===== src/rtl/ebeu_pkg.sv =====
// Package with shared types, codes and reset constants of the encoder and button event unit.
`timescale 1ns / 1ps
`default_nettype none

package ebeu_pkg;

    localparam int COUNT_WIDTH_DEF = 16;
    localparam int TIME_WIDTH_DEF  = 32;

    localparam int NUM_BUTTONS = 4;
    localparam int BTN_KNOB    = 3;

    localparam logic [15:0] BUTTON_LOCKOUT_RESET = 16'd20;
    localparam logic [15:0] KNOB_LOCKOUT_RESET   = 16'd200;

    typedef enum logic [1:0] {
        CMD_SAMPLE      = 2'd0,
        CMD_POLL_BUTTON = 2'd1,
        CMD_POLL_ROTARY = 2'd2
    } t_cmd;

    localparam logic [1:0] EV_NONE  = 2'd0;
    localparam logic [1:0] EV_SAVE  = 2'd1;
    localparam logic [1:0] EV_BACK  = 2'd2;
    localparam logic [1:0] EV_PAUSE = 2'd3;
    localparam logic [1:0] EV_PUSH  = 2'd1;
    localparam logic [1:0] EV_CW    = 2'd2;
    localparam logic [1:0] EV_CCW   = 2'd3;

    localparam logic REG_BUTTON_LOCKOUT = 1'b0;
    localparam logic REG_KNOB_LOCKOUT   = 1'b1;

    typedef struct packed {
        logic [1:0]  cmd;
        logic [31:0] now_ticks;
        logic        enc_a;
        logic        enc_b;
        logic [3:0]  button_falls;
    } t_item;

    typedef struct packed {
        logic [15:0] button_lockout;
        logic [15:0] knob_lockout;
    } t_cfg;

endpackage

`default_nettype wire


===== src/rtl/encoder_and_button_event_unit.sv =====
// Top level of the encoder and button event unit: input register, core and result register.
//
//  channel   direction  handshake            payload
//  input     in         i_valid / o_stall    i_cmd, i_now_ticks, i_enc_a, i_enc_b,
//                                            i_button_falls
//  result    out        o_valid / i_stall    o_event_res, o_position
//  config    in/out     psel/penable/pready  paddr, pwrite, pwdata, prdata
//
// One transaction per clock is taken while o_stall is low. A poll passes from the input
// register through the core logic, which feeds its result into the result register. A sample
// gives no result. Reset clears the valid flags and resets all decoder state.
// A stalled result holds the input register only when it holds a poll; samples still pass.
`timescale 1ns / 1ps
`default_nettype none

module encoder_and_button_event_unit
    import ebeu_pkg::*;
#(
    parameter int COUNT_WIDTH = COUNT_WIDTH_DEF,
    parameter int TIME_WIDTH  = TIME_WIDTH_DEF
) (
    input  wire logic               i_clk,
    input  wire logic               i_rst_n,
    input  wire logic               i_valid,
    output logic                    o_stall,
    input  wire logic        [1:0]  i_cmd,
    input  wire logic        [31:0] i_now_ticks,
    input  wire logic               i_enc_a,
    input  wire logic               i_enc_b,
    input  wire logic        [3:0]  i_button_falls,
    output logic                    o_valid,
    input  wire logic               i_stall,
    output logic             [1:0]  o_event_res,
    output logic signed      [15:0] o_position,
    input  wire logic               psel,
    input  wire logic               penable,
    input  wire logic               pwrite,
    input  wire logic        [2:0]  paddr,
    input  wire logic        [31:0] pwdata,
    output logic             [31:0] prdata,
    output logic                    pready
);

    t_cfg        cfg;
    t_item       r_item;
    logic        r_in_valid;
    logic        r_out_valid;
    logic [1:0]  r_event_res;
    logic [15:0] r_position;
    logic        has_result;
    logic [1:0]  core_event;
    logic [15:0] core_position;
    logic        out_free;
    logic        fire;
    logic        accept;

    ebeu_cfg_regs u_cfg_regs (
        .i_clk   (i_clk),
        .i_rst_n (i_rst_n),
        .psel    (psel),
        .penable (penable),
        .pwrite  (pwrite),
        .paddr   (paddr),
        .pwdata  (pwdata),
        .prdata  (prdata),
        .pready  (pready),
        .o_cfg   (cfg)
    );

    ebeu_core #(
        .COUNT_WIDTH (COUNT_WIDTH),
        .TIME_WIDTH  (TIME_WIDTH)
    ) u_core (
        .i_clk        (i_clk),
        .i_rst_n      (i_rst_n),
        .i_fire       (fire),
        .i_item       (r_item),
        .i_cfg        (cfg),
        .o_has_result (has_result),
        .o_event_res  (core_event),
        .o_position   (core_position)
    );

    assign out_free = !r_out_valid || !i_stall;
    assign fire     = r_in_valid && (!has_result || out_free);
    assign o_stall  = r_in_valid && !fire;
    assign accept   = i_valid && !o_stall;

    always_ff @(posedge i_clk) begin
        if (!i_rst_n) begin
            r_in_valid <= 1'b0;
        end else if (accept) begin
            r_in_valid <= 1'b1;
        end else if (fire) begin
            r_in_valid <= 1'b0;
        end
    end

    always_ff @(posedge i_clk) begin
        if (accept) begin
            r_item.cmd          <= i_cmd;
            r_item.now_ticks    <= i_now_ticks;
            r_item.enc_a        <= i_enc_a;
            r_item.enc_b        <= i_enc_b;
            r_item.button_falls <= i_button_falls;
        end
    end

    always_ff @(posedge i_clk) begin
        if (!i_rst_n) begin
            r_out_valid <= 1'b0;
        end else if (fire && has_result) begin
            r_out_valid <= 1'b1;
        end else if (!i_stall) begin
            r_out_valid <= 1'b0;
        end
    end

    always_ff @(posedge i_clk) begin
        if (fire && has_result) begin
            r_event_res <= core_event;
            r_position  <= core_position;
        end
    end

    assign o_valid     = r_out_valid;
    assign o_event_res = r_event_res;
    assign o_position  = $signed(r_position);

`ifndef ASSERT_OFF
    a_stall_needs_item: assert property (@(posedge i_clk) disable iff (!i_rst_n)
        o_stall |-> (r_in_valid && has_result && r_out_valid))
        else $error("input stalled without a blocked poll");

    a_poll_gives_result: assert property (@(posedge i_clk) disable iff (!i_rst_n)
        (fire && has_result) |=> o_valid)
        else $error("processed poll did not produce a result");

    a_sample_no_result: assert property (@(posedge i_clk) disable iff (!i_rst_n)
        (!(fire && has_result) && (!o_valid || !i_stall)) |=> !o_valid)
        else $error("result appeared without a processed poll");
`endif

endmodule

`default_nettype wire


===== src/rtl/ebeu_cfg_regs.sv =====
// Configuration register file with an APB-style write and read port.
`timescale 1ns / 1ps
`default_nettype none

module ebeu_cfg_regs
    import ebeu_pkg::*;
(
    input  wire logic        i_clk,
    input  wire logic        i_rst_n,
    input  wire logic        psel,
    input  wire logic        penable,
    input  wire logic        pwrite,
    input  wire logic [2:0]  paddr,
    input  wire logic [31:0] pwdata,
    output logic      [31:0] prdata,
    output logic             pready,
    output t_cfg             o_cfg
);

    logic [15:0] r_button_lockout;
    logic [15:0] r_knob_lockout;
    logic        wr_en;

    assign pready = 1'b1;
    assign wr_en  = psel && penable && pwrite;

    always_ff @(posedge i_clk) begin
        if (!i_rst_n) begin
            r_button_lockout <= BUTTON_LOCKOUT_RESET;
            r_knob_lockout   <= KNOB_LOCKOUT_RESET;
        end else if (wr_en) begin
            if (paddr[2] == REG_BUTTON_LOCKOUT) begin
                r_button_lockout <= pwdata[15:0];
            end else begin
                r_knob_lockout <= pwdata[15:0];
            end
        end
    end

    always_comb begin
        if (paddr[2] == REG_BUTTON_LOCKOUT) begin
            prdata = {16'd0, r_button_lockout};
        end else begin
            prdata = {16'd0, r_knob_lockout};
        end
    end

    assign o_cfg.button_lockout = r_button_lockout;
    assign o_cfg.knob_lockout   = r_knob_lockout;

endmodule

`default_nettype wire


===== src/rtl/ebeu_core.sv =====
// Encoder decoding, button lockout and event poll logic with its state registers.
`timescale 1ns / 1ps
`default_nettype none

module ebeu_core
    import ebeu_pkg::*;
#(
    parameter int COUNT_WIDTH = COUNT_WIDTH_DEF,
    parameter int TIME_WIDTH  = TIME_WIDTH_DEF
) (
    input  wire logic        i_clk,
    input  wire logic        i_rst_n,
    input  wire logic        i_fire,
    input  wire t_item       i_item,
    input  wire t_cfg        i_cfg,
    output logic             o_has_result,
    output logic      [1:0]  o_event_res,
    output logic      [15:0] o_position
);

    logic                   r_prev_a;
    logic [COUNT_WIDTH-1:0] r_knob;
    logic [COUNT_WIDTH-1:0] r_reported;
    logic [TIME_WIDTH-1:0]  r_time    [NUM_BUTTONS];
    logic [NUM_BUTTONS-1:0] r_pending;

    logic                   n_prev_a;
    logic [COUNT_WIDTH-1:0] n_knob;
    logic [COUNT_WIDTH-1:0] n_reported;
    logic [TIME_WIDTH-1:0]  n_time    [NUM_BUTTONS];
    logic [NUM_BUTTONS-1:0] n_pending;

    logic [TIME_WIDTH-1:0]  now_t;
    logic [TIME_WIDTH-1:0]  elapsed   [NUM_BUTTONS];
    logic [TIME_WIDTH-1:0]  lockout   [NUM_BUTTONS];
    logic [COUNT_WIDTH-1:0] diff;
    logic [31:0]            knob_ext;

    assign now_t    = i_item.now_ticks[TIME_WIDTH-1:0];
    assign diff     = r_knob - r_reported;
    assign knob_ext = 32'(r_knob);

    always_comb begin
        n_prev_a     = r_prev_a;
        n_knob       = r_knob;
        n_reported   = r_reported;
        n_pending    = r_pending;
        o_has_result = 1'b0;
        o_event_res  = EV_NONE;
        for (int i = 0; i < NUM_BUTTONS; i++) begin
            n_time[i]  = r_time[i];
            lockout[i] = (i == BTN_KNOB) ? TIME_WIDTH'(i_cfg.knob_lockout)
                                         : TIME_WIDTH'(i_cfg.button_lockout);
            elapsed[i] = now_t - r_time[i];
        end
        case (t_cmd'(i_item.cmd))
            CMD_SAMPLE: begin
                if (r_prev_a && !i_item.enc_a) begin
                    if (i_item.enc_b) begin
                        n_knob = r_knob + COUNT_WIDTH'(1);
                    end else begin
                        n_knob = r_knob - COUNT_WIDTH'(1);
                    end
                end
                n_prev_a = i_item.enc_a;
                for (int i = 0; i < NUM_BUTTONS; i++) begin
                    if (i_item.button_falls[i] && (elapsed[i] > lockout[i])) begin
                        n_pending[i] = 1'b1;
                        n_time[i]    = now_t;
                    end
                end
            end
            CMD_POLL_BUTTON: begin
                o_has_result = 1'b1;
                if (r_pending[0]) begin
                    n_pending[0] = 1'b0;
                    o_event_res  = EV_SAVE;
                end else if (r_pending[1]) begin
                    n_pending[1] = 1'b0;
                    o_event_res  = EV_BACK;
                end else if (r_pending[2]) begin
                    n_pending[2] = 1'b0;
                    o_event_res  = EV_PAUSE;
                end
            end
            CMD_POLL_ROTARY: begin
                o_has_result = 1'b1;
                if (r_pending[BTN_KNOB]) begin
                    n_pending[BTN_KNOB] = 1'b0;
                    o_event_res         = EV_PUSH;
                end else if (diff != '0) begin
                    n_reported  = r_knob;
                    o_event_res = diff[COUNT_WIDTH-1] ? EV_CCW : EV_CW;
                end
            end
            default: begin
                o_has_result = 1'b0;
            end
        endcase
    end

    assign o_position = knob_ext[15:0];

    always_ff @(posedge i_clk) begin
        if (!i_rst_n) begin
            r_prev_a   <= 1'b1;
            r_knob     <= '0;
            r_reported <= '0;
            r_pending  <= '0;
            for (int i = 0; i < NUM_BUTTONS; i++) begin
                r_time[i] <= '0;
            end
        end else if (i_fire) begin
            r_prev_a   <= n_prev_a;
            r_knob     <= n_knob;
            r_reported <= n_reported;
            r_pending  <= n_pending;
            for (int i = 0; i < NUM_BUTTONS; i++) begin
                r_time[i] <= n_time[i];
            end
        end
    end

endmodule

`default_nettype wire


===== config.mk =====
export PLATFORM = sky130hd
export DESIGN_NAME = encoder_and_button_event_unit
export DESIGN_NICKNAME = d
export VERILOG_FILES = /design/src/rtl/ebeu_pkg.sv /design/src/rtl/encoder_and_button_event_unit.sv /design/src/rtl/ebeu_cfg_regs.sv /design/src/rtl/ebeu_core.sv
export SDC_FILE = /design/constraint.sdc
export NUM_CORES = 1
export LEC_CHECK = 0
export BUFFER_PORTS_ARGS = -buffer_cell sky130_fd_sc_hd__buf_4
export CORE_MARGIN = 5
export CORE_UTILIZATION = 50
export CTS_BUF_LIST = sky130_fd_sc_hd__clkbuf_8
export DETAILED_ROUTE_END_ITERATION = 12
export GPL_TIMING_DRIVEN = 0
export PLACE_DENSITY_LB_ADDON = 0.08
export SETUP_SLACK_MARGIN = 0.02
export SLEW_MARGIN = 40
export SYNTH_ARGS = -nofsm -noshare
export SYNTH_HDL_FRONTEND = slang
export SYNTH_HIERARCHICAL = 1
export SYNTH_SLANG_ARGS = --single-unit

===== constraint.sdc =====
create_clock -name i_clk -period 8.7 [get_ports i_clk]
set_input_delay 1.74 -clock i_clk [delete_from_list [all_inputs] [get_ports i_clk]]
set_output_delay 1.74 -clock i_clk [all_outputs]
set_load 0.005 [all_outputs]

==> impl_metrics.yaml <==
setup_path:
  critPathRequiredTime_ns: 8.87
  cp_data_arrival_time_ns: 6.56
  crit_path_start_kind: "register"
  critical_path_start_end_classification: "register to register"
  end_kind: "register"
  worstReg2RegStart: "r_item[7]"
  worst_setup_path_startpoint: "r_item[7]"
  crit_fanout: 32
clock_tree:
  cts-buffers-inserted: 48
  clock_sinks: 257
  clock_tree.root_cell: "sky130_fd_sc_hd__clkbuf_8"
  cts.path.max_buffers: 3
  cts_hold_buffers: 0
  cts_tree: "built"
  cts.repair.resized: 0
  htree_levels: 2
  worst_skew_pair.late_latency_ns: 0.64
  cts.reportedPaths.clkPinSlew_ns: 0.06
  postCtsSetupRepairBufs: 0
global_route:
  gr-usage-all-layers_pct: 24.0
  largest_net_degree_at_the_start_of_global_routing: 33
  grt_pass1_wl_um: 85000
  sum_of_overflow_across_all_layers_after_global_routing: 0
  first_global_vias: 16141
  grt_antenna_before_repair: 0
finish:
  seqCellArea_um2: 7010
  syn_to_final_growth_pct: 13.4
  final_core_util_pct: 57.6
  drive_gt1_share_pct: 11.4
  fin_cells: 2901
  total_nets_final: 2650
  finalInstanceArea_um2: 22400
  nFillCells: 3578
  multi_input_area_um2: 11600
drt:
  vias_per_cell: 5.75
  routed_wirelength_um: 54300
  via_count: 16695
  detail_route.wl_per_cell_um: 18.7
  route.detailed.drc: 0
  drt_pass1_iterations: 5
  postRouteAntennaNets: 0
  dr.first_iter.drc_count: 1034
synth:
  synthArstFlopShare_pct: 0
  synth.distinct_cells: 96
  synth-warning-count: 6
  synth_top_area_cell: "sky130_fd_sc_hd__edfxtp_1"
  synth_sequential_area_ratio_pct: 35.4
  post-synth-top-area-fraction_pct: 28.3
  ys.flop_type: "sky130_fd_sc_hd__edfxtp_1"
  synthesized_instance_count: 2171
  synth.avg_cell_area_um2: 9.11
  synth.cell_area_um2: 19800
  number_of_enable_type_register_cells_in_the_synthesized_netlist: 186
  post-synth-top-count-cell: "sky130_fd_sc_hd__inv_1"
  largest_cells_by_area_after_synthesis: "sky130_fd_sc_hd__edfxtp_1, sky130_fd_sc_hd__ha_1, sky130_fd_sc_hd__dfxtp_1, sky130_fd_sc_hd__inv_1, sky130_fd_sc_hd__a21oi_1"
  postSynthRegisterBits: 257
  yosys-top-cells-count: "sky130_fd_sc_hd__inv_1, sky130_fd_sc_hd__ha_1, sky130_fd_sc_hd__nand2_1, sky130_fd_sc_hd__edfxtp_1, sky130_fd_sc_hd__a21oi_1"
pwr:
  power.switching_fraction_pct: 32.4
  share_comb_of_total_power_pct: 27.6
  power_frac_seq_pct: 38.8
  internal_power_mw: 2.46
  power_density_nw_per_um2: 162
  maximum_vdd_ir_drop_uv: 207
  leakage_nw: 9.77
  share_clk_of_total_power_pct: 33.6
  power_switching_mw: 1.18
sta:
  worst_slew_pin_slew_ns: 0.858
  timing.setup.tns_ns: 0
  final_hold_viol_count: 0
  period_needed_ns: 6.39
  finalSetupViolations: 0
  fin_crit_sh_pct: 73.4
  max_freq_mhz: 157
  clock_skew_ns: 0.0376
  timing.final.max_slew_violations: 0
  grt_setup_unrepaired: "false"
  timing.slew.headroom_pct: 42.8
placed_design:
  place.detailed.instances: 2811
  io_buffers: 99
  gp_routability_congestion: 0.874
  dp.final_hpwl_um: 43100
  placedInstanceArea_um2: 21400
die:
  num_rows: 72
  initial_core_util_pct: 50.8
  die_x_um: 209
  floorplan.io_pins: 135
  design.core.area_um2: 38900
  die_height_um: 209
  fp.dieArea_um2: 43600
hold_path:
  timing.hold.worst.start: "u_cfg_regs/r_button_lockout[1]"
  min-delay-path-class: "register to register"
run_status:
  status: "finished clean"
run:
  timing.max_cap.violations: 0
metal layers:
layer / global-route usage, % / up-vias / part of all wire (%)
met5: 0 / - / 0
met4: 7.40 / 0 / 2.9
met3: 3.55 / 89 / 5.4
met2: 39.7 / 441 / 46
met1: 32.7 / 7941 / 46
li1: - / 8224 / -
placed cells by master (no fill, tap or decap), drive strengths merged, types with 28 or more instances in the layout:
cell / n
inv: 242
nand4: 28
ha: 220
o21ai: 96
nor2: 103
nor2b: 37
xor2: 34
a21oi: 162
clkbuf: 104
buf: 142
dfxtp: 71
and3: 85
nand2: 210
a31oi: 33
mux2i: 60
nand3: 54
a21o: 58
xnor2: 69
edfxtp: 186
nor3: 42
registers in the layout, indices dropped and copies added (netlist names):
| register | cells |
|---|---|
| o_valid | 1 |
| u_core/r_reported | 16 |
| r_in_valid | 1 |
| o_position | 16 |
| u_core/r_pending | 4 |
| o_event_res | 2 |
| r_item | 40 |
| u_core/o_position | 16 |
| u_cfg_regs/r_knob_lockout | 16 |
| u_core/r_time | 128 |
| u_core/r_prev_a | 1 |
| u_cfg_regs/r_button_lockout | 16 |
cells by family (layout without fill, tap and decap cells):
family	count (synthesis)	after routing	synth area share [%]
AOI/OAI and AO/OA	534	534	18.0
and+or+nand+nor	653	653	16.6
xor gates and xnor gates	103	103	4.56
DFF	257	257	35.4
other	2	18	0.0380
adders and majority gates	225	225	14.4
buffers and inverters	318	514	6.71
muxes	79	79	4.12
power by group through the flow:
stage	clock [mW]	combinational (mW)	sequential, mW
after floorplan	0	0.734	1.42
after global placement	0	0.965	1.44
after detailed placement	0	0.997	1.44
after CTS	1.26	1.00	1.41
after global routing	1.31	1.12	1.42
final	1.22	1.01	1.41
stage by stage:
stage	power (mW)	worst slack [ns]	hold WS, ns
detailed placement	2.43	2.26	0.470
global placement	2.41	-0.789	0.457
global route	3.85	2.05	0.503
finish	3.64	2.31	0.476
CTS	3.68	2.22	0.480
floorplan	2.15	2.22	0.444
final cells by class:
type                    instances  area share, %
diodes                          1         0.0112
plain buffers                  91           2.12
clock buffers                  48           2.95
clock inverters                41           1.45
inverters                     227           3.80
multi-input cells            1611           51.6
flip-flops and latches        257           31.2
well taps                     518           2.89
repair buffers                107           3.94
critical path: stages, from the launching register on:
cell                       delay [ns]
sky130_fd_sc_hd__edfxtp_1        0.51
sky130_fd_sc_hd__inv_1           0.26
sky130_fd_sc_hd__fa_1            0.51
sky130_fd_sc_hd__nand2b_1        0.19
sky130_fd_sc_hd__a211o_1         0.28
sky130_fd_sc_hd__a21oi_1         0.39
sky130_fd_sc_hd__o211ai_1        0.25
sky130_fd_sc_hd__nand2_1         0.13
sky130_fd_sc_hd__xor2_1          0.07
sky130_fd_sc_hd__ha_1            0.29
sky130_fd_sc_hd__nand3_1         0.12
sky130_fd_sc_hd__nor4_1          0.52
sky130_fd_sc_hd__inv_1           0.08
sky130_fd_sc_hd__nor3_1          0.45
sky130_fd_sc_hd__o211ai_1        0.20
sky130_fd_sc_hd__nor4_1          0.20
sky130_fd_sc_hd__nand4_1         0.16
sky130_fd_sc_hd__o31ai_2         0.68
sky130_fd_sc_hd__nand2_2         0.63
path summary, 6_finish.rpt:
| path | slack (ns) | depth (start not counted) | end |
|---|---|---|---|
| worst max-delay path | 2.31 | 18 | u_core/r_time[3][16] |
| worst min-delay path | 0.48 | 2 | u_cfg_regs/r_button_lockout[1] |
| worst max register to register | 2.31 | 18 | u_core/r_time[3][16] |
| worst min register to register | 0.48 | 2 | u_cfg_regs/r_button_lockout[1] |
No activity file was read; power rests on OpenSTA's default activity.
